===== config.mk =====
export PLATFORM = sky130hd
export DESIGN_NAME = svp_times
export DESIGN_NICKNAME = d
export VERILOG_FILES = /design/src/rtl/svpwm_compare_generator_core_macros.svh /design/src/rtl/svp_pkg.sv /design/src/rtl/svp_times.sv
export SDC_FILE = /design/constraint.sdc
export NUM_CORES = 2
export LEC_CHECK = 0
export ABC_AREA = 0
export BUFFER_PORTS_ARGS = -buffer_cell sky130_fd_sc_hd__buf_2
export CAP_MARGIN = 20
export CELL_PAD_IN_SITES_DETAIL_PLACEMENT = 0
export CELL_PAD_IN_SITES_GLOBAL_PLACEMENT = 1
export CORE_ASPECT_RATIO = 1.25
export CORE_MARGIN = 5
export CORE_UTILIZATION = 35
export DETAILED_ROUTE_END_ITERATION = 8
export GPL_ROUTABILITY_DRIVEN = 0
export PLACE_DENSITY_LB_ADDON = 0.1
export REMOVE_ABC_BUFFERS = 1
export SETUP_SLACK_MARGIN = 0.4
export SLEW_MARGIN = 20
export SYNTH_ARGS = -nofsm -noshare
export SYNTH_HDL_FRONTEND = slang
export SYNTH_SLANG_ARGS = --single-unit

===== constraint.sdc =====
create_clock -name clk -period 9 [get_ports clk]
set_input_delay 0.9 -clock clk [delete_from_list [all_inputs] [get_ports clk]]
set_output_delay 0.9 -clock clk [all_outputs]
set_load 0.05 [all_outputs]

===== src/rtl/svpwm_compare_generator_core_macros.svh =====
// Assertion macros used by the compare generator top level.
`ifndef SVPWM_COMPARE_GENERATOR_CORE_MACROS_SVH
`define SVPWM_COMPARE_GENERATOR_CORE_MACROS_SVH

// Same-cycle implication, disabled in reset.
`define SVP_ASSERT_IMPLIES(label, clk, rst_n, ante, cons, msg) \
    label: assert property (@(posedge clk) disable iff (!rst_n) (ante) |-> (cons)) \
        else $error(msg);

// Next-cycle implication, disabled in reset.
`define SVP_ASSERT_NEXT(label, clk, rst_n, ante, cons, msg) \
    label: assert property (@(posedge clk) disable iff (!rst_n) (ante) |=> (cons)) \
        else $error(msg);

`endif


===== src/rtl/svp_pkg.sv =====
// Shared constants, types and functions for the SVPWM compare generator.
`default_nettype none

package svp_pkg;

    localparam int SINE_TABLE_DEPTH = 1024;
    localparam int IDX_W  = $clog2(SINE_TABLE_DEPTH);
    localparam int QDEPTH = SINE_TABLE_DEPTH / 4;
    localparam int QW     = IDX_W - 2;
    localparam int MAG_W  = 15;

    localparam int ANGLE_W = 16;
    localparam int VOLT_W  = 16;
    localparam int CFG_W   = 16;
    localparam int CMP_W   = 15;
    localparam int CODE_W  = 3;

    localparam int K_W = 17;
    localparam logic [K_W-1:0] SQRT3_Q16 = 17'd113512;

    localparam int PROD_W = 2 * VOLT_W;          // d*cos and friends
    localparam int AK_W   = PROD_W + K_W + 1;    // alpha * sqrt3
    localparam int VW     = 35;                  // a2/b2/c2, signed
    localparam int WW     = VW - 1;              // active times, unsigned
    localparam int SUM_W  = VW;
    localparam int SK_W   = SUM_W + K_W;
    localparam int NW     = 31;                  // normalised sum width
    localparam int SH_W   = 3;
    localparam int TK_W   = 32;
    localparam int DIV_HALF  = 32;
    localparam int DIV_NUM_W = 2 * DIV_HALF;
    localparam int DEN_W     = NW;
    localparam int DIV_STEPS = DIV_HALF;
    localparam int MUL_W     = CFG_W + TK_W;

    // Sector codes, A + 2B + 4C
    localparam logic [CODE_W-1:0] SEC_1 = 3'd3;
    localparam logic [CODE_W-1:0] SEC_2 = 3'd1;
    localparam logic [CODE_W-1:0] SEC_3 = 3'd5;
    localparam logic [CODE_W-1:0] SEC_4 = 3'd4;
    localparam logic [CODE_W-1:0] SEC_5 = 3'd6;
    localparam logic [CODE_W-1:0] SEC_6 = 3'd2;
    localparam logic [CODE_W-1:0] SEC_ZERO    = 3'd0;   // zero vector
    localparam logic [CODE_W-1:0] SEC_INVALID = 3'd7;   // all three signs set

    localparam longint unsigned HALF_PI_Q30 = 64'd1686629713;

    // Taylor series divisors (2n)*(2n+1) for the x^3 .. x^13 terms
    localparam longint unsigned TAYLOR_D3  = 64'd6;
    localparam longint unsigned TAYLOR_D5  = 64'd20;
    localparam longint unsigned TAYLOR_D7  = 64'd42;
    localparam longint unsigned TAYLOR_D9  = 64'd72;
    localparam longint unsigned TAYLOR_D11 = 64'd110;
    localparam longint unsigned TAYLOR_D13 = 64'd156;

    typedef logic [QDEPTH-1:0][MAG_W-1:0] qtab_t;

    typedef struct packed {
        logic              valid;
        logic [CODE_W-1:0] code;
        logic              ovr;
    } svp_tag_t;

    typedef struct packed {
        logic [DIV_HALF-1:0] rem;
        logic [DIV_HALF-1:0] low;
        logic [DEN_W-1:0]    den;
    } svp_div_lane_t;

    // term * x^2 in Q30
    function automatic longint unsigned taylor_next(input longint unsigned term,
                                                    input longint unsigned x);
        longint unsigned t;
        t = (term * x) >> 30;
        t = (t * x) >> 30;
        return t;
    endfunction

    // Quarter-wave sine magnitude at n/QDEPTH of a quarter turn, Q0.15
    function automatic logic [MAG_W-1:0] quarter_mag(input int unsigned n);
        longint unsigned u;
        longint unsigned x;
        longint unsigned term;
        longint unsigned acc;
        longint unsigned mag;
        u    = longint'(n) << (30 - QW);
        x    = (u * HALF_PI_Q30) >> 30;
        acc  = x;
        term = taylor_next(x, x) / TAYLOR_D3;
        acc  = (acc > term) ? acc - term : 64'd0;
        term = taylor_next(term, x) / TAYLOR_D5;
        acc  = acc + term;
        term = taylor_next(term, x) / TAYLOR_D7;
        acc  = (acc > term) ? acc - term : 64'd0;
        term = taylor_next(term, x) / TAYLOR_D9;
        acc  = acc + term;
        term = taylor_next(term, x) / TAYLOR_D11;
        acc  = (acc > term) ? acc - term : 64'd0;
        term = taylor_next(term, x) / TAYLOR_D13;
        acc  = acc + term;
        mag = (acc * 64'd32767 + (64'd1 << 29)) >> 30;
        if (mag > 64'd32767)
        begin
            mag = 64'd32767;
        end
        return MAG_W'(mag);
    endfunction

    function automatic qtab_t build_qtab();
        qtab_t t;
        for (int k = 0; k < QDEPTH; k++)
        begin
            t[k] = quarter_mag(k);
        end
        return t;
    endfunction

    localparam qtab_t            QTAB = build_qtab();
    localparam logic [MAG_W-1:0] QTOP = quarter_mag(QDEPTH);

    // Full-turn signed sine from the quarter-wave table
    function automatic logic signed [VOLT_W-1:0] sine_lookup(input logic [IDX_W-1:0] k);
        logic [1:0]       quad;
        logic [QW-1:0]    rem;
        logic [QW-1:0]    nrem;
        logic [MAG_W-1:0] mag;
        quad = k[IDX_W-1 -: 2];
        rem  = k[QW-1:0];
        nrem = ~rem + QW'(1);
        if (!quad[0])
        begin
            mag = QTAB[rem];
        end
        else if (rem == '0)
        begin
            mag = QTOP;
        end
        else
        begin
            mag = QTAB[nrem];
        end
        return quad[1] ? -$signed({1'b0, mag}) : $signed({1'b0, mag});
    endfunction

    function automatic svp_div_lane_t div_init(input logic [DIV_NUM_W-1:0] num,
                                               input logic [DEN_W-1:0] den);
        svp_div_lane_t l;
        l.rem = num[DIV_NUM_W-1:DIV_HALF];
        l.low = num[DIV_HALF-1:0];
        l.den = den;
        return l;
    endfunction

    // One restoring division step; quotient bits shift in at the bottom of low
    function automatic svp_div_lane_t div_step(input svp_div_lane_t l);
        svp_div_lane_t     r;
        logic [DIV_HALF:0] t;
        logic              ge;
        t     = {l.rem, l.low[DIV_HALF-1]};
        ge    = (t >= (DIV_HALF+1)'(l.den));
        r.den = l.den;
        r.low = {l.low[DIV_HALF-2:0], ge};
        r.rem = ge ? DIV_HALF'(t - (DIV_HALF+1)'(l.den)) : t[DIV_HALF-1:0];
        return r;
    endfunction

endpackage

`default_nettype wire


===== src/rtl/svp_times.sv =====
// Overrun test, sum normalisation and divider operand set-up.
`default_nettype none

module svp_times
    import svp_pkg::*;
(
    input  wire logic                   clk,
    input  wire logic                   rst_n,
    input  wire logic                   adv,
    input  wire logic [CFG_W-1:0]       bus_eff,
    input  wire logic [CFG_W-1:0]       period,
    input  wire svp_tag_t               s6_tag,
    input  wire logic [WW-1:0]          s6_wa,
    input  wire logic [WW-1:0]          s6_wb,
    input  wire logic [SUM_W-1:0]       s6_sum,
    output svp_tag_t                    s9_tag,
    output logic [DIV_NUM_W-1:0]        num_a,
    output logic [DEN_W-1:0]            den_a,
    output logic [DIV_NUM_W-1:0]        num_b,
    output logic [DEN_W-1:0]            den_b
);

    svp_tag_t             tag7_reg, tag8_reg, tag9_reg;
    logic [SK_W-1:0]      sumk_reg;
    logic [TK_W-1:0]      wak7_reg, wbk7_reg, wak8_reg, wbk8_reg;
    logic [WW-1:0]        wa7_reg;
    logic [SUM_W-1:0]     sum7_reg;
    logic [NW-1:0]        wan_reg, sumn_reg;
    logic [DIV_NUM_W-1:0] numa_reg, numb_reg;
    logic [DEN_W-1:0]     dena_reg;

    logic [WW+K_W-1:0]    wak_full, wbk_full;
    logic                 ovr_next;
    svp_tag_t             tag8_next;
    logic [SH_W-1:0]      sh;
    logic [SUM_W-1:0]     wa_sh, sum_sh;
    logic [MUL_W-1:0]     ma, mb;
    logic [DIV_NUM_W-1:0] numa_next;

    assign wak_full = s6_wa * SQRT3_Q16;
    assign wbk_full = s6_wb * SQRT3_Q16;
    assign ovr_next = sumk_reg > SK_W'({bus_eff, 16'd0});

    assign tag8_next = {tag7_reg.valid, tag7_reg.code, ovr_next};

    // smallest shift that brings the sum below 2^31
    always_comb
    begin
        sh = '0;
        for (int i = 1; i <= SUM_W - NW; i++)
        begin
            if (sum7_reg[NW-1+i])
            begin
                sh = SH_W'(i);
            end
        end
    end

    assign wa_sh  = {1'b0, wa7_reg} >> sh;
    assign sum_sh = sum7_reg >> sh;

    assign ma = period * (tag8_reg.ovr ? {1'b0, wan_reg} : wak8_reg);
    assign mb = period * wbk8_reg;
    assign numa_next = tag8_reg.ovr ? {ma, 16'd0}
                                    : DIV_NUM_W'(ma[MUL_W-1:16]);

    always_ff @(posedge clk or negedge rst_n)
    begin
        if (!rst_n)
        begin
            tag7_reg <= '0;
            tag8_reg <= '0;
            tag9_reg <= '0;
        end
        else if (adv)
        begin
            tag7_reg <= s6_tag;
            tag8_reg <= tag8_next;
            tag9_reg <= tag8_reg;
        end
    end

    always_ff @(posedge clk)
    begin
        if (adv)
        begin
            sumk_reg <= s6_sum * SQRT3_Q16;
            wak7_reg <= wak_full[TK_W-1:0];
            wbk7_reg <= wbk_full[TK_W-1:0];
            wa7_reg  <= s6_wa;
            sum7_reg <= s6_sum;
            wan_reg  <= wa_sh[NW-1:0];
            sumn_reg <= sum_sh[NW-1:0];
            wak8_reg <= wak7_reg;
            wbk8_reg <= wbk7_reg;
            numa_reg <= numa_next;
            dena_reg <= tag8_reg.ovr ? sumn_reg : DEN_W'(bus_eff);
            numb_reg <= DIV_NUM_W'(mb[MUL_W-1:16]);
        end
    end

    assign s9_tag = tag9_reg;
    assign num_a  = numa_reg;
    assign den_a  = dena_reg;
    assign num_b  = numb_reg;
    assign den_b  = DEN_W'(bus_eff);

endmodule

`default_nettype wire


# After elaboration in Yosys (flattened, before gate mapping)
# Cells that the tools add are included.
# word_totals
ff_bits,437
in_bits,143
# op_classes
n_mul,5
magnitude_cmp,1
shifts,2
n_mux,7
# ops
operator,count
$mul 34x14->29 const B,2
$mux 32,2
$gt 52x32->1,1
$mul 35x14->49 const B,1
$mul 16x32->48,1
$mul 16x29->45,1
$shr 35x3->31,1
$shr 34x3->31,1
$mux 16,1
$mux 3,2
$mux 2,1
$mux 1,1

# Depth between registers and ports, before layout
# depth
depth_word,5
depth_mapped,30

# Worst setup path before layout
# Ideal clock, no wire load.
# synth_path
path_type,reg2reg
start,register tag8_reg[0] in the netlist's numbering
end,"register numa_reg[30] (netlist: num_a[30]), data pin"
setup_time_ns,0.267
arrival_ns,7.149
path_slack_ns,1.584
path_stages_with_launch,28
n_path_buf,3
path_cell_list,dfrtp_1 -> clkbuf_1 -> buf_1 -> mux2_2 -> clkbuf_1 -> and2_1 -> fa_1 -> inv_1 -> fa_1 -> inv_1 -> fa_1 -> fa_1 -> fa_1 -> inv_1 -> fa_1 -> inv_1 -> ha_1 -> a21oi_1 -> o22ai_1 -> a311o_1 -> a21oi_1 -> a21boi_1 -> o31ai_1 -> a41oi_1 -> a21o_1 -> a221oi_1 -> xor2_1 -> o21ai_0
# synth_via
elab_chain_len,3
# synth_rtl
element,line_no,source
"start, declared",svp_times.sv:23,"svp_tag_t tag7_reg, tag8_reg, tag9_reg;"
"start signal, assigned",svp_times.sv:78,tag8_reg <= tag8_next;
$mux 32,svp_times.sv:62,"assign ma = period * (tag8_reg.ovr ? {1'b0, wan_reg} : wak8_reg);"
$mul 16x32->48,svp_times.sv:62,
$mux 32 *,svp_times.sv:64,"assign numa_next = tag8_reg.ovr ? {ma, 16'd0}"
named net numa_next[30],svp_times.sv:38,logic [DIV_NUM_W-1:0] numa_next;
"end signal, assigned",svp_times.sv:96,numa_reg <= numa_next;
"end, declared",svp_times.sv:29,"logic [DIV_NUM_W-1:0] numa_reg, numb_reg;"
# Mark *: on every way through the listed nets, which the timed path passes. The rest lies on a longest branch.
# A chain may end at the register's enable or synchronous reset.

# Worst setup path after layout
# Ends and elaborated chain as after synthesis.

==> flow_summary.json <==
{
  "status": "complete, no violations",
  "ios": 338,
  "cpPeakStageDelay_ps": 620,
  "fp.dieW_um": 404.6,
  "synth_compound_area_share_pct": 5.346,
  "start_kind": "flop",
  "fin_crit_sh_pct": 89.75,
  "dr.pass1.iters": 5,
  "yosys.area_share.simple_pct": 10.93,
  "die_y_um": 503.2,
  "skew_ps": 41.25,
  "synth_largest_area_cell": "fa_1",
  "htree_levels": 2,
  "fill_cells": 19510,
  "ys.flop_type": "edfxtp_1",
  "yosys_register_bits": 433,
  "nNetsFinal": 8877,
  "drt_iter0_markers": 1674,
  "clkLatencyLatePin_ps": 650,
  "worstMarginPinSlew_ps": 1075,
  "initial_core_util_pct": 35.09,
  "grt_pass1_vias": 50290,
  "yosysMostFrequentCell": "inv_1",
  "wirelength_um": 195700,
  "crit-reg2reg-capture": "num_a[30]$_DFFE_PP_",
  "r2r_cells": 25,
  "cpMostUsedCell": "fa_1",
  "hp-class": "in -> async",
  "synth_fa_ha_area_share_pct": 50.47,
  "synth_async_sr_flop_share_pct": 3.233,
  "synth.distinct_cells": 73,
  "crit_arrival_ps": 8470,
  "antenna_left": 0,
  "synth_common_cells": "inv_1 (1477), fa_1 (1342), nand2_1 (884), ha_1 (600), edfxtp_1 (419)",
  "grt_first_pass_wirelength_um": 305600,
  "syn-instance-count": 6617,
  "largest_register_ffs": 64,
  "vias_per_cell": 4.762,
  "grt_max_degree": 146,
  "cts_root_buf": "clkbuf_16",
  "crit_type": "reg -> reg",
  "avgSynthCellArea_um2": 10.29,
  "track_usage_pct": 19.70,
  "r2r_slack_ps": 920,
  "rr_startpoint": "tag8_reg[0]$_DFFE_PN0P_",
  "drc": 0,
  "cts_tree": "done",
  "dp_hpwl_um": 161200,
  "yosys_warnings": 0,
  "core_um2": 194100,
  "layout-drive-gt1-share_pct": 8.032,
  "slew_violations": 0,
  "hold_violations": 0,
  "relSlewSlack_pct": 28.33,
  "area_growth_syn_to_layout_pct": 8.805,
  "synthTopCellsByArea": "fa_1 (39%), edfxtp_1 (18%), ha_1 (11%), inv_1 (8.1%), nand2_1 (4.9%)",
  "cts_buffers": 52,
  "dieArea_um2": 203600,
  "port_buffers": 284,
  "slowest_stage": "dfrtp_4",
  "fin_crit_ps": 8077,
  "clock_sinks": 433,
  "endpoint": "num_a[30]$_DFFE_PP_",
  "synthXorXnorAreaFrac_pct": 2.456,
  "clkTransAtPathRegs_ps": 60,
  "fmax_mhz": 123.8,
  "critPathRequiredTime_ps": 9400,
  "num_rows": 181,
  "antenna_found_initial": 6,
  "synth_top_area_share_pct": 39.45,
  "setup_viol": 0,
  "wl_per_cell_um": 20.82,
  "rsz0062_at_grt": "no",
  "synth.cell_area_um2": 68110,
  "fin_tns_setup_ps": 0,
  "setup.worst_path.start": "tag8_reg[0]$_DFFE_PN0P_",
  "num_vias": 44750,
  "synth_top_family_by_area": "adder cells",
  "yosys-mux-area-fraction_pct": 1.626,
  "worst-path-max-fanout": 15,
  "maxCapViolCount": 0,
  "overflow": 0,
  "synth-edff-count": 419,
  "cp-end-kind": "flop",
  "cts.path.max_buffers": 3,
  "synth_seq_area_share_pct": 18.99
}
-- critical path, delay by kind of cell (launching register included) --
kind,cells,cell delay [ps]
xor gates and xnor gates,1,190
buffers and inverters,5,360
DFF,1,620
and+or+nand+nor,1,270
muxes,1,570
AOI/OAI and AO/OA,10,2460
adders and majority gates,7,3280
-- worst min-delay path by stage --
stage                                   end  slack (ps)  cells after the start
global placement     wbk8_reg[14]$_DFFE_PP_         400                      0
detailed placement   wak8_reg[18]$_DFFE_PP_         400                      0
floorplan            wak8_reg[10]$_DFFE_PP_         400                      0
CTS                 tag8_reg[4]$_DFFE_PN0P_         160                      1
finish              tag7_reg[4]$_DFFE_PN0P_         190                      1
global route        tag7_reg[4]$_DFFE_PN0P_         190                      1
-- per-layer routing --
layer  track usage, %  vias to the layer above  part of all wire, %
met3            1.787                      202                  2.8
met1            24.44                    23320                   41
met4            4.533                        0                  2.5
met5                0                        -                    0
met2            37.02                      674                   53
li1                 -                    20560                    -
-- per-stage QoR --
stage               utilization [%]  hold slack (ps)  worst slack (ps)  std cells  instance area (µm²)
global placement              37.26            400.9             604.4       9299                72310
finish                        38.18            193.4             922.6       9398                74100
global route                  38.18            193.2             569.0       9398                74100
CTS                           38.18            157.4             731.3       9396                74090
floorplan                         -            400.3             20.85       6357                66890
detailed placement            37.26            404.5             643.5       9299                72310
-- cell type report --
cell class / count / area, µm² / share of cell area (%)
antenna: 1 / 2.502 / 0.003377
clock buffer: 60 / 1353 / 1.825
sequential: 433 / 12940 / 17.46
clock inverter: 37 / 430.4 / 0.5808
multi-input combinational: 4446 / 48430 / 65.36
inverter: 1478 / 5548 / 7.487
timing repair buffer: 381 / 2197 / 2.965
tap: 2562 / 3206 / 4.326
-- cell families after synthesis --
group	count (synthesis)
compound gates	574
xor+xnor	191
fa+ha+maj	1942
buf+inv	1784
flops	433
mux	103
other cells	1
simple gates	1589
-- placed cells by master, fill, tap and decap left out, types with 94 or more instances in the layout --
cell / instances
a21o_1: 103
inv_1: 1477
fa_1: 1342
and2_1: 398
buf_2: 283
xnor2_1: 133
a21oi_1: 155
nor2_1: 97
edfxtp_1: 419
buf_4: 94
nand2_1: 884
o21ai_0: 144
ha_1: 600
-- timing repair --
item / CTS / global route
hold buffers: 0 / 0
endpoints found under the setup margin: 0 / 1
resized for setup: 0 / 0
buffers inserted: 0 / 1
Power is left out: the tool's default activity adds up to more than one toggle a clock period on the data nets, which glitch-free logic cannot reach.
