File: src/rtl/svpwm_compare_generator_core_macros.svh
// Assertion macros used by the compare generator top level.
`ifndef SVPWM_COMPARE_GENERATOR_CORE_MACROS_SVH
`define SVPWM_COMPARE_GENERATOR_CORE_MACROS_SVH

// Same-cycle implication, disabled in reset.
`define SVP_ASSERT_IMPLIES(label, clk, rst_n, ante, cons, msg) \
    label: assert property (@(posedge clk) disable iff (!rst_n) (ante) |-> (cons)) \
        else $error(msg);

// Next-cycle implication, disabled in reset.
`define SVP_ASSERT_NEXT(label, clk, rst_n, ante, cons, msg) \
    label: assert property (@(posedge clk) disable iff (!rst_n) (ante) |=> (cons)) \
        else $error(msg);

`endif

File: src/rtl/svp_pkg.sv
// Shared constants, types and functions for the SVPWM compare generator.
`default_nettype none

package svp_pkg;

    localparam int SINE_TABLE_DEPTH = 1024;
    localparam int IDX_W  = $clog2(SINE_TABLE_DEPTH);
    localparam int QDEPTH = SINE_TABLE_DEPTH / 4;
    localparam int QW     = IDX_W - 2;
    localparam int MAG_W  = 15;

    localparam int ANGLE_W = 16;
    localparam int VOLT_W  = 16;
    localparam int CFG_W   = 16;
    localparam int CMP_W   = 15;
    localparam int CODE_W  = 3;

    localparam int K_W = 17;
    localparam logic [K_W-1:0] SQRT3_Q16 = 17'd113512;

    localparam int PROD_W = 2 * VOLT_W;          // d*cos and friends
    localparam int AK_W   = PROD_W + K_W + 1;    // alpha * sqrt3
    localparam int VW     = 35;                  // a2/b2/c2, signed
    localparam int WW     = VW - 1;              // active times, unsigned
    localparam int SUM_W  = VW;
    localparam int SK_W   = SUM_W + K_W;
    localparam int NW     = 31;                  // normalised sum width
    localparam int SH_W   = 3;
    localparam int TK_W   = 32;
    localparam int DIV_HALF  = 32;
    localparam int DIV_NUM_W = 2 * DIV_HALF;
    localparam int DEN_W     = NW;
    localparam int DIV_STEPS = DIV_HALF;
    localparam int MUL_W     = CFG_W + TK_W;

    // Sector codes, A + 2B + 4C
    localparam logic [CODE_W-1:0] SEC_1 = 3'd3;
    localparam logic [CODE_W-1:0] SEC_2 = 3'd1;
    localparam logic [CODE_W-1:0] SEC_3 = 3'd5;
    localparam logic [CODE_W-1:0] SEC_4 = 3'd4;
    localparam logic [CODE_W-1:0] SEC_5 = 3'd6;
    localparam logic [CODE_W-1:0] SEC_6 = 3'd2;
    localparam logic [CODE_W-1:0] SEC_ZERO    = 3'd0;   // zero vector
    localparam logic [CODE_W-1:0] SEC_INVALID = 3'd7;   // all three signs set

    localparam longint unsigned HALF_PI_Q30 = 64'd1686629713;

    // Taylor series divisors (2n)*(2n+1) for the x^3 .. x^13 terms
    localparam longint unsigned TAYLOR_D3  = 64'd6;
    localparam longint unsigned TAYLOR_D5  = 64'd20;
    localparam longint unsigned TAYLOR_D7  = 64'd42;
    localparam longint unsigned TAYLOR_D9  = 64'd72;
    localparam longint unsigned TAYLOR_D11 = 64'd110;
    localparam longint unsigned TAYLOR_D13 = 64'd156;

    typedef logic [QDEPTH-1:0][MAG_W-1:0] qtab_t;

    typedef struct packed {
        logic              valid;
        logic [CODE_W-1:0] code;
        logic              ovr;
    } svp_tag_t;

    typedef struct packed {
        logic [DIV_HALF-1:0] rem;
        logic [DIV_HALF-1:0] low;
        logic [DEN_W-1:0]    den;
    } svp_div_lane_t;

    // term * x^2 in Q30
    function automatic longint unsigned taylor_next(input longint unsigned term,
                                                    input longint unsigned x);
        longint unsigned t;
        t = (term * x) >> 30;
        t = (t * x) >> 30;
        return t;
    endfunction

    // Quarter-wave sine magnitude at n/QDEPTH of a quarter turn, Q0.15
    function automatic logic [MAG_W-1:0] quarter_mag(input int unsigned n);
        longint unsigned u;
        longint unsigned x;
        longint unsigned term;
        longint unsigned acc;
        longint unsigned mag;
        u    = longint'(n) << (30 - QW);
        x    = (u * HALF_PI_Q30) >> 30;
        acc  = x;
        term = taylor_next(x, x) / TAYLOR_D3;
        acc  = (acc > term) ? acc - term : 64'd0;
        term = taylor_next(term, x) / TAYLOR_D5;
        acc  = acc + term;
        term = taylor_next(term, x) / TAYLOR_D7;
        acc  = (acc > term) ? acc - term : 64'd0;
        term = taylor_next(term, x) / TAYLOR_D9;
        acc  = acc + term;
        term = taylor_next(term, x) / TAYLOR_D11;
        acc  = (acc > term) ? acc - term : 64'd0;
        term = taylor_next(term, x) / TAYLOR_D13;
        acc  = acc + term;
        mag = (acc * 64'd32767 + (64'd1 << 29)) >> 30;
        if (mag > 64'd32767)
        begin
            mag = 64'd32767;
        end
        return MAG_W'(mag);
    endfunction

    function automatic qtab_t build_qtab();
        qtab_t t;
        for (int k = 0; k < QDEPTH; k++)
        begin
            t[k] = quarter_mag(k);
        end
        return t;
    endfunction

    localparam qtab_t            QTAB = build_qtab();
    localparam logic [MAG_W-1:0] QTOP = quarter_mag(QDEPTH);

    // Full-turn signed sine from the quarter-wave table
    function automatic logic signed [VOLT_W-1:0] sine_lookup(input logic [IDX_W-1:0] k);
        logic [1:0]       quad;
        logic [QW-1:0]    rem;
        logic [QW-1:0]    nrem;
        logic [MAG_W-1:0] mag;
        quad = k[IDX_W-1 -: 2];
        rem  = k[QW-1:0];
        nrem = ~rem + QW'(1);
        if (!quad[0])
        begin
            mag = QTAB[rem];
        end
        else if (rem == '0)
        begin
            mag = QTOP;
        end
        else
        begin
            mag = QTAB[nrem];
        end
        return quad[1] ? -$signed({1'b0, mag}) : $signed({1'b0, mag});
    endfunction

    function automatic svp_div_lane_t div_init(input logic [DIV_NUM_W-1:0] num,
                                               input logic [DEN_W-1:0] den);
        svp_div_lane_t l;
        l.rem = num[DIV_NUM_W-1:DIV_HALF];
        l.low = num[DIV_HALF-1:0];
        l.den = den;
        return l;
    endfunction

    // One restoring division step; quotient bits shift in at the bottom of low
    function automatic svp_div_lane_t div_step(input svp_div_lane_t l);
        svp_div_lane_t     r;
        logic [DIV_HALF:0] t;
        logic              ge;
        t     = {l.rem, l.low[DIV_HALF-1]};
        ge    = (t >= (DIV_HALF+1)'(l.den));
        r.den = l.den;
        r.low = {l.low[DIV_HALF-2:0], ge};
        r.rem = ge ? DIV_HALF'(t - (DIV_HALF+1)'(l.den)) : t[DIV_HALF-1:0];
        return r;
    endfunction

endpackage

`default_nettype wire

File: src/rtl/svp_vector.sv
// Inverse Park, sqrt3 scaling, sector test and active-vector selection.
`default_nettype none

module svp_vector
    import svp_pkg::*;
(
    input  wire logic                      clk,
    input  wire logic                      rst_n,
    input  wire logic                      adv,
    input  wire logic                      s1_valid,
    input  wire logic signed [VOLT_W-1:0]  s1_d,
    input  wire logic signed [VOLT_W-1:0]  s1_q,
    input  wire logic signed [VOLT_W-1:0]  s1_sin,
    input  wire logic signed [VOLT_W-1:0]  s1_cos,
    output svp_tag_t                       s6_tag,
    output logic [WW-1:0]                  s6_wa,
    output logic [WW-1:0]                  s6_wb,
    output logic [SUM_W-1:0]               s6_sum
);

    logic                     s2_valid_reg, s3_valid_reg, s4_valid_reg;
    logic                     s5_valid_reg, s6_valid_reg;
    logic signed [PROD_W-1:0] pdc_reg, pqs_reg, pds_reg, pqc_reg;
    logic signed [PROD_W-1:0] alpha_reg, beta_reg, beta4_reg;
    logic signed [AK_W-1:0]   ak_reg;
    logic signed [VW-1:0]     a2_reg, b2_reg, c2_reg;
    logic [CODE_W-1:0]        code5_reg, code6_reg;
    logic [WW-1:0]            wa_reg, wb_reg;
    logic [SUM_W-1:0]         sum_reg;

    logic [AK_W-1:0]          ak_adj;
    logic signed [AK_W-17:0]  s_q;
    logic signed [VW-1:0]     sx, bx, a2_next, b2_next, c2_next;
    logic [CODE_W-1:0]        code_next;
    logic signed [VW-1:0]     wsa, wsb;
    logic [WW-1:0]            wa_next, wb_next;

    // truncation toward zero of alpha*sqrt3 / 2^16
    assign ak_adj  = ak_reg + (ak_reg[AK_W-1] ? AK_W'(65535) : AK_W'(0));
    assign s_q     = $signed(ak_adj[AK_W-1:16]);
    assign sx      = VW'(s_q);
    assign bx      = VW'(beta4_reg);
    assign a2_next = bx <<< 1;
    assign b2_next = sx - bx;
    assign c2_next = -sx - bx;
    assign code_next = {(!c2_next[VW-1] && (c2_next != '0)),
                        (!b2_next[VW-1] && (b2_next != '0)),
                        (!a2_next[VW-1] && (a2_next != '0))};

    always_comb
    begin
        wsa = '0;
        wsb = '0;
        case (code5_reg)
            SEC_1:   begin wsa = b2_reg;  wsb = a2_reg;  end
            SEC_2:   begin wsa = -b2_reg; wsb = -c2_reg; end
            SEC_3:   begin wsa = a2_reg;  wsb = c2_reg;  end
            SEC_4:   begin wsa = -a2_reg; wsb = b2_reg;  end
            SEC_5:   begin wsa = c2_reg;  wsb = b2_reg;  end
            SEC_6:   begin wsa = -c2_reg; wsb = -a2_reg; end
            default: begin wsa = '0;      wsb = '0;      end
        endcase
    end

    // negative times saturate to zero
    assign wa_next = wsa[VW-1] ? '0 : wsa[WW-1:0];
    assign wb_next = wsb[VW-1] ? '0 : wsb[WW-1:0];

    always_ff @(posedge clk or negedge rst_n)
    begin
        if (!rst_n)
        begin
            s2_valid_reg <= 1'b0;
            s3_valid_reg <= 1'b0;
            s4_valid_reg <= 1'b0;
            s5_valid_reg <= 1'b0;
            s6_valid_reg <= 1'b0;
        end
        else if (adv)
        begin
            s2_valid_reg <= s1_valid;
            s3_valid_reg <= s2_valid_reg;
            s4_valid_reg <= s3_valid_reg;
            s5_valid_reg <= s4_valid_reg;
            s6_valid_reg <= s5_valid_reg;
        end
    end

    always_ff @(posedge clk)
    begin
        if (adv)
        begin
            pdc_reg   <= s1_d * s1_cos;
            pqs_reg   <= s1_q * s1_sin;
            pds_reg   <= s1_d * s1_sin;
            pqc_reg   <= s1_q * s1_cos;
            alpha_reg <= pdc_reg - pqs_reg;
            beta_reg  <= pds_reg + pqc_reg;
            ak_reg    <= alpha_reg * $signed({1'b0, SQRT3_Q16});
            beta4_reg <= beta_reg;
            a2_reg    <= a2_next;
            b2_reg    <= b2_next;
            c2_reg    <= c2_next;
            code5_reg <= code_next;
            wa_reg    <= wa_next;
            wb_reg    <= wb_next;
            sum_reg   <= {1'b0, wa_next} + {1'b0, wb_next};
            code6_reg <= code5_reg;
        end
    end

    assign s6_tag.valid = s6_valid_reg;
    assign s6_tag.code  = code6_reg;
    assign s6_tag.ovr   = 1'b0;
    assign s6_wa        = wa_reg;
    assign s6_wb        = wb_reg;
    assign s6_sum       = sum_reg;

endmodule

`default_nettype wire

File: config.mk
export PLATFORM = sky130hd
export DESIGN_NAME = svp_vector
export DESIGN_NICKNAME = d
export VERILOG_FILES = /design/src/rtl/svpwm_compare_generator_core_macros.svh /design/src/rtl/svp_pkg.sv /design/src/rtl/svp_vector.sv
export SDC_FILE = /design/constraint.sdc
export NUM_CORES = 2
export LEC_CHECK = 0
export ABC_AREA = 1
export BUFFER_PORTS_ARGS = -buffer_cell sky130_fd_sc_hd__buf_4
export CORE_MARGIN = 2
export CORE_UTILIZATION = 30
export CTS_CLUSTER_SIZE = 24
export DETAILED_ROUTE_END_ITERATION = 8
export GPL_ROUTABILITY_DRIVEN = 0
export GPL_TIMING_DRIVEN = 0
export PLACE_DENSITY = 0.56
export RECOVER_POWER = 100
export SLEW_MARGIN = 20
export SYNTH_ARGS = -nofsm -noshare
export SYNTH_HDL_FRONTEND = slang
export SYNTH_SLANG_ARGS = --single-unit
File: constraint.sdc
create_clock -name clk -period 5.3 [get_ports clk]
set_input_delay 1.06 -clock clk [delete_from_list [all_inputs] [get_ports clk]]
set_output_delay 1.06 -clock clk [all_outputs]
set_load 0.02 [all_outputs]
* Word level (Yosys, flattened, before mapping)
Cells that the tools add are included.
Word-level totals: flip-flop bits (word level) 487, output and inout port bits 108
Cells by class: $add $sub $neg 10, multipliers 5, eq/ne operators 6, mux-type cells 5, reductions and logical operators 10
Operators by type and width (count):
- 35-bit case mux with 6 select lines | 1
- 35-bit case mux with 5 select lines | 1
- 16-bit by 16-bit multiplier with 32-bit output | 4
- 35-bit nonzero test | 3
- 35-bit negator | 2
- 34-bit 2-to-1 mux | 2
- 50-bit by 17-bit adder with 50-bit output | 1
- 32-bit by 15-bit multiplier with 47-bit output, second input constant | 1
- 34-bit by 34-bit adder with 35-bit output | 1
- 33-bit negator with 35-bit output | 1
- 34-bit negator with 35-bit output | 1
- 34-bit by 32-bit subtractor with 35-bit output | 1
- 35-bit by 32-bit subtractor with 35-bit output | 1
- 32-bit adder | 1
- 32-bit subtractor | 1
- 16-bit 2-to-1 mux | 1
- 3-bit == test, second input constant | 3
- 3-bit by 2-bit == test with 1-bit output, second input constant | 2
- 3-bit by 1-bit == test with 1-bit output, second input constant | 1
- 1-bit logical AND | 3
- 1-bit zero test | 3
- 2-bit OR reduction | 1

* Depth between registers and ports, before layout
depth after elaboration 6, mapped depth 34

* Worst setup path before layout
Ideal clock, no wire load.
kind input-to-reg, start input s1_q[15], end register pqc_reg[28], data pin, arrival time 6.182 ns, data required time 5.038 ns, slack -1.144 ns, stages 18, cell sequence clkbuf_1 -> nand2_1 -> fa_1 -> inv_1 -> fa_1 -> fa_1 -> fa_1 -> fa_1 -> fa_1 -> ha_1 -> nand2_1 -> nor4_1 -> nand2_1 -> o211ai_1 -> nand2_1 -> nand2_1 -> a21oi_1 -> xor2_1
On the way: word-level cells in the longest chain between the ends 1
Ends and longest elaborated chain:
- from (decl) | RTL line svp_vector.sv:12 | input wire logic signed [VOLT_W-1:0] s1_q,
- 16-bit by 16-bit multiplier with 32-bit output | RTL line svp_vector.sv:96 | pqc_reg <= s1_q * s1_cos;
- to (signal assigned) | RTL line svp_vector.sv:96
- to (decl) | RTL line svp_vector.sv:23 | logic signed [PROD_W-1:0] pdc_reg, pqs_reg, pds_reg, pqc_reg;
Every way passes these cells. A chain may end at the register's enable or synchronous reset.

* Worst setup path after layout
start input s1_d[15], end register pds_reg[30], data pin
On the way: word-level cells in the longest chain between the ends 1
Ends and longest elaborated chain:
- from (decl) | RTL line svp_vector.sv:11 | input wire logic signed [VOLT_W-1:0] s1_d,
- 16-bit by 16-bit multiplier with 32-bit output | RTL line svp_vector.sv:95 | pds_reg <= s1_d * s1_sin;
- to (signal assigned) | RTL line svp_vector.sv:95
- to (decl) | RTL line svp_vector.sv:23
Every way passes these cells.

==> metrics <==
Arrival @ worst endpoint=approximately 6.6 ns; failing checks=max-capacitance violations, max-slew violations, negative setup slack; initial antenna violation count=18; crit-path max FO=8; Layout Skew=0.0565 ns; most common library cell in the layout ignoring fill and taps=inv_1; Synth top area share=0.312; Async S/R FF share, synth=0.0103; root buf cell=clkbuf_16; first-pass GRT wire length=between 400 and 500 mm; Rows=a little under 200; Max Cap Viol=1; Largest register FFs=47; Placed Area=between 0.09 and 0.1 mm^2; final wirelength=roughly 300 mm; RSZ-0062 raised after global routing=yes; # IOs=roughly 180; drt via density=between 4 and 5; Post-DRT Antenna Nets=0; final setup margin=-0.885 ns; Synth Flop Type=edfxtp_1; Pins Over Slew Limit=45; synthesized area=0.0836 mm^2; CP Capture Type=register; DRT iter0 DRCs=between 6,000 and 7,000; worst path cell trace=buf_12, clkbuf_16, nand2_8, inv_6, fa_2, buf_6, fa_2, buf_4, fa_1, fa_1, fa_1, fa_2, ha_4, buf_4, buf_4, nand4_1, nor4_1, nand2_1, o2111ai_4, xor2_4; most frequent cells in the layout=inv_1, nand2_1, fa_1; router iterations before antenna repair=9; Post-synth EDFFs=between 400 and 500; CTS Buffer Depth=3; vias in the first global route=between 70,000 and 80,000; Via Count=roughly 72,000; Total Routing Usage GR=0.207; Seq/Total Area, Yosys=0.174; Tcrit/Tclk final=1.17; DP Worst Slack=-2.58 ns; Rel. slew slack=-0.970; Hold Vio Cnt, Final=0; area leader, netlist=fa_1; die height=about 530 um; Multi-input gate area=0.0644 mm^2; CP required=approximately 5.8 ns; Die X=~530 um; crit path kind=in2reg; Area Overhead vs Synth=27.1%; worst-margin pin slew=between 2 and 3 ns; YS warnings=0; Syn Nets=~12,000; Avg WL per Cell=20.2 um; Fmax achieved=~160 MHz; worst stage delay on the critical path=roughly 0.73 ns; fin crit period=6.18 ns; H-tree depth=2; Clock Pin Slew Worst Setup and Hold Paths=around 0.060 ns; syn avg cell area=a little over 8 um^2; Final Setup Violations=about 140; startpoint types=input port; fill cell count=roughly 28,000; total negative slack=-50.26 ns; TritonCTS clock tree=yes; TritonCTS Buffers=58; CORE AREA=0.277 mm^2; Hold Path Class=in2async; status=complete, but fails checks; reg-to-reg slack, setup=-0.65 ns; Skew-Pair Late Insertion Delay=just over 0.7 ns; hold-fix buffers at CTS=0; largest net degree at the start of global routing=slightly above 90; top post-synthesis cells by area=fa_1, edfxtp_1, inv_1; synth unique cells=64; IO Port Bufs=174; Initial Util=0.302; Sink Count=486; # nets final=13,146; register bit total from synthesis=486; DIE AREA=around 0.28 mm^2; Post-Synthesis Cells=10,311; total global routing overflow=0; DRC violation count after routing=0; sequential cell area=roughly 0.015 mm^2; design area=~0.11 mm^2; detailed placement HPWL=approximately 240 mm; Slowest cell on crit path=fa_2; share of post-route cells with drive strength above 1=0.191
## worst max-delay path, delay by kind of cell
kind | cells | cell delay (ns)
AO/OA/AOI/OAI | 1 | 0.13
XOR/XNOR | 1 | 0.33
adder cells (fa/ha/maj) | 7 | 3.45
buffers and inverters | 7 | 0.91
AND/OR/NAND/NOR | 4 | 0.71
## synthesized netlist by cell type (3+ instances only)
cell type and count:
inv_1 2843, nand2_1 2270, fa_1 1302, ha_1 690
nor2_1 579, edfxtp_1 481, a21oi_1 384, nand3_1 279
xor2_1 235, o21ai_0 231, clkbuf_1 219, xnor2_1 125
nand4_1 91, nor3_1 86, o22ai_1 79, nor4_1 48
a21o_1 47, nor2_2 35, o21bai_1 31, a31oi_1 23
a21boi_0 19, o211ai_1 17, a211oi_1 16, a221oi_1 16
o21a_1 14, or2_2 13, nand3b_1 11, o2111ai_1 11
and2_1 9, nor3_2 8, o21ai_1 8, buf_2 7
inv_2 7, nand2_2 7, o31ai_1 6, buf_1 5
dfrtp_1 5, o221ai_1 5, a2111oi_0 4, nor2_4 4
a31o_2 3, buf_6 3, nor3b_1 3, o21ai_2 3
## stage by stage
stage | hold slack [ns] | util | cells
finish | 0.242 | 0.384 | 14847
detailed placement | 0.405 | 0.336 | 14196
global route | 0.238 | 0.384 | 14841
CTS | 0.143 | 0.371 | 14620
global placement | 0.402 | 0.336 | 14190
floorplan | 0.400 | - | 10311
## worst paths after layout
check,cells after the start,to,start
worst max-delay path,20,pds_reg[30]$_DFFE_PP_,s1_d[15]
worst min-delay path,1,s2_valid_reg$_DFFE_PN0P_,rst_n
worst max register to register,26,s6_sum[32]$_DFFE_PP_,a2_reg[20]$_DFFE_PP_
worst min register to register,0,beta4_reg[1]$_DFFE_PP_,beta_reg[1]$_DFFE_PP_
max in group asynchronous,1,s3_valid_reg$_DFFE_PN0P_,rst_n
min in group clk,0,beta4_reg[1]$_DFFE_PP_,beta_reg[1]$_DFFE_PP_
## cell families (layout without fill, tap and decap cells)
logic type      Yosys count  in the layout  synth area share
simple gates           3456           3456             0.169
flops                   486            486             0.174
compound gates          928            928            0.0640
mux                       1              1          0.000135
buf+inv                3087           3909             0.139
other cells               1             10         0.0000449
xor+xnor                360            360            0.0377
fa+ha+maj              1992           1992             0.415
## cell type report
class / instances / share of cell area
Antenna cell: 9 / 0.000212
Buffer: 233 / 0.0338
Multi-Input combinational cell: 6738 / 0.606
Sequential cell: 486 / 0.137
Clock buffer: 63 / 0.0138
Tap cell: 3705 / 0.0436
Timing Repair Buffer: 718 / 0.0598
Inverter: 2851 / 0.101
Clock inverter: 44 / 0.00436
## layer usage
metal / part of all wire / track usage
met4: 0.051 / 0.0825
met1: 0.41 / 0.274
met3: 0.085 / 0.0339
met2: 0.46 / 0.337
met5: 0.000043 / 0
## repair_timing
| action | CTS | global route |
|---|---|---|
| setup endpoints to repair | 127 | 124 |
| buffers inserted | 312 | 231 |
| gates resized for setup | 1014 | 743 |
| cloned | 6 | 1 |
| pin swaps | 352 | 450 |
| endpoints found under the hold margin | 0 | 0 |
Power is left out: the tool's default activity adds up to more than one toggle a clock period on the data nets, which glitch-free logic cannot reach.
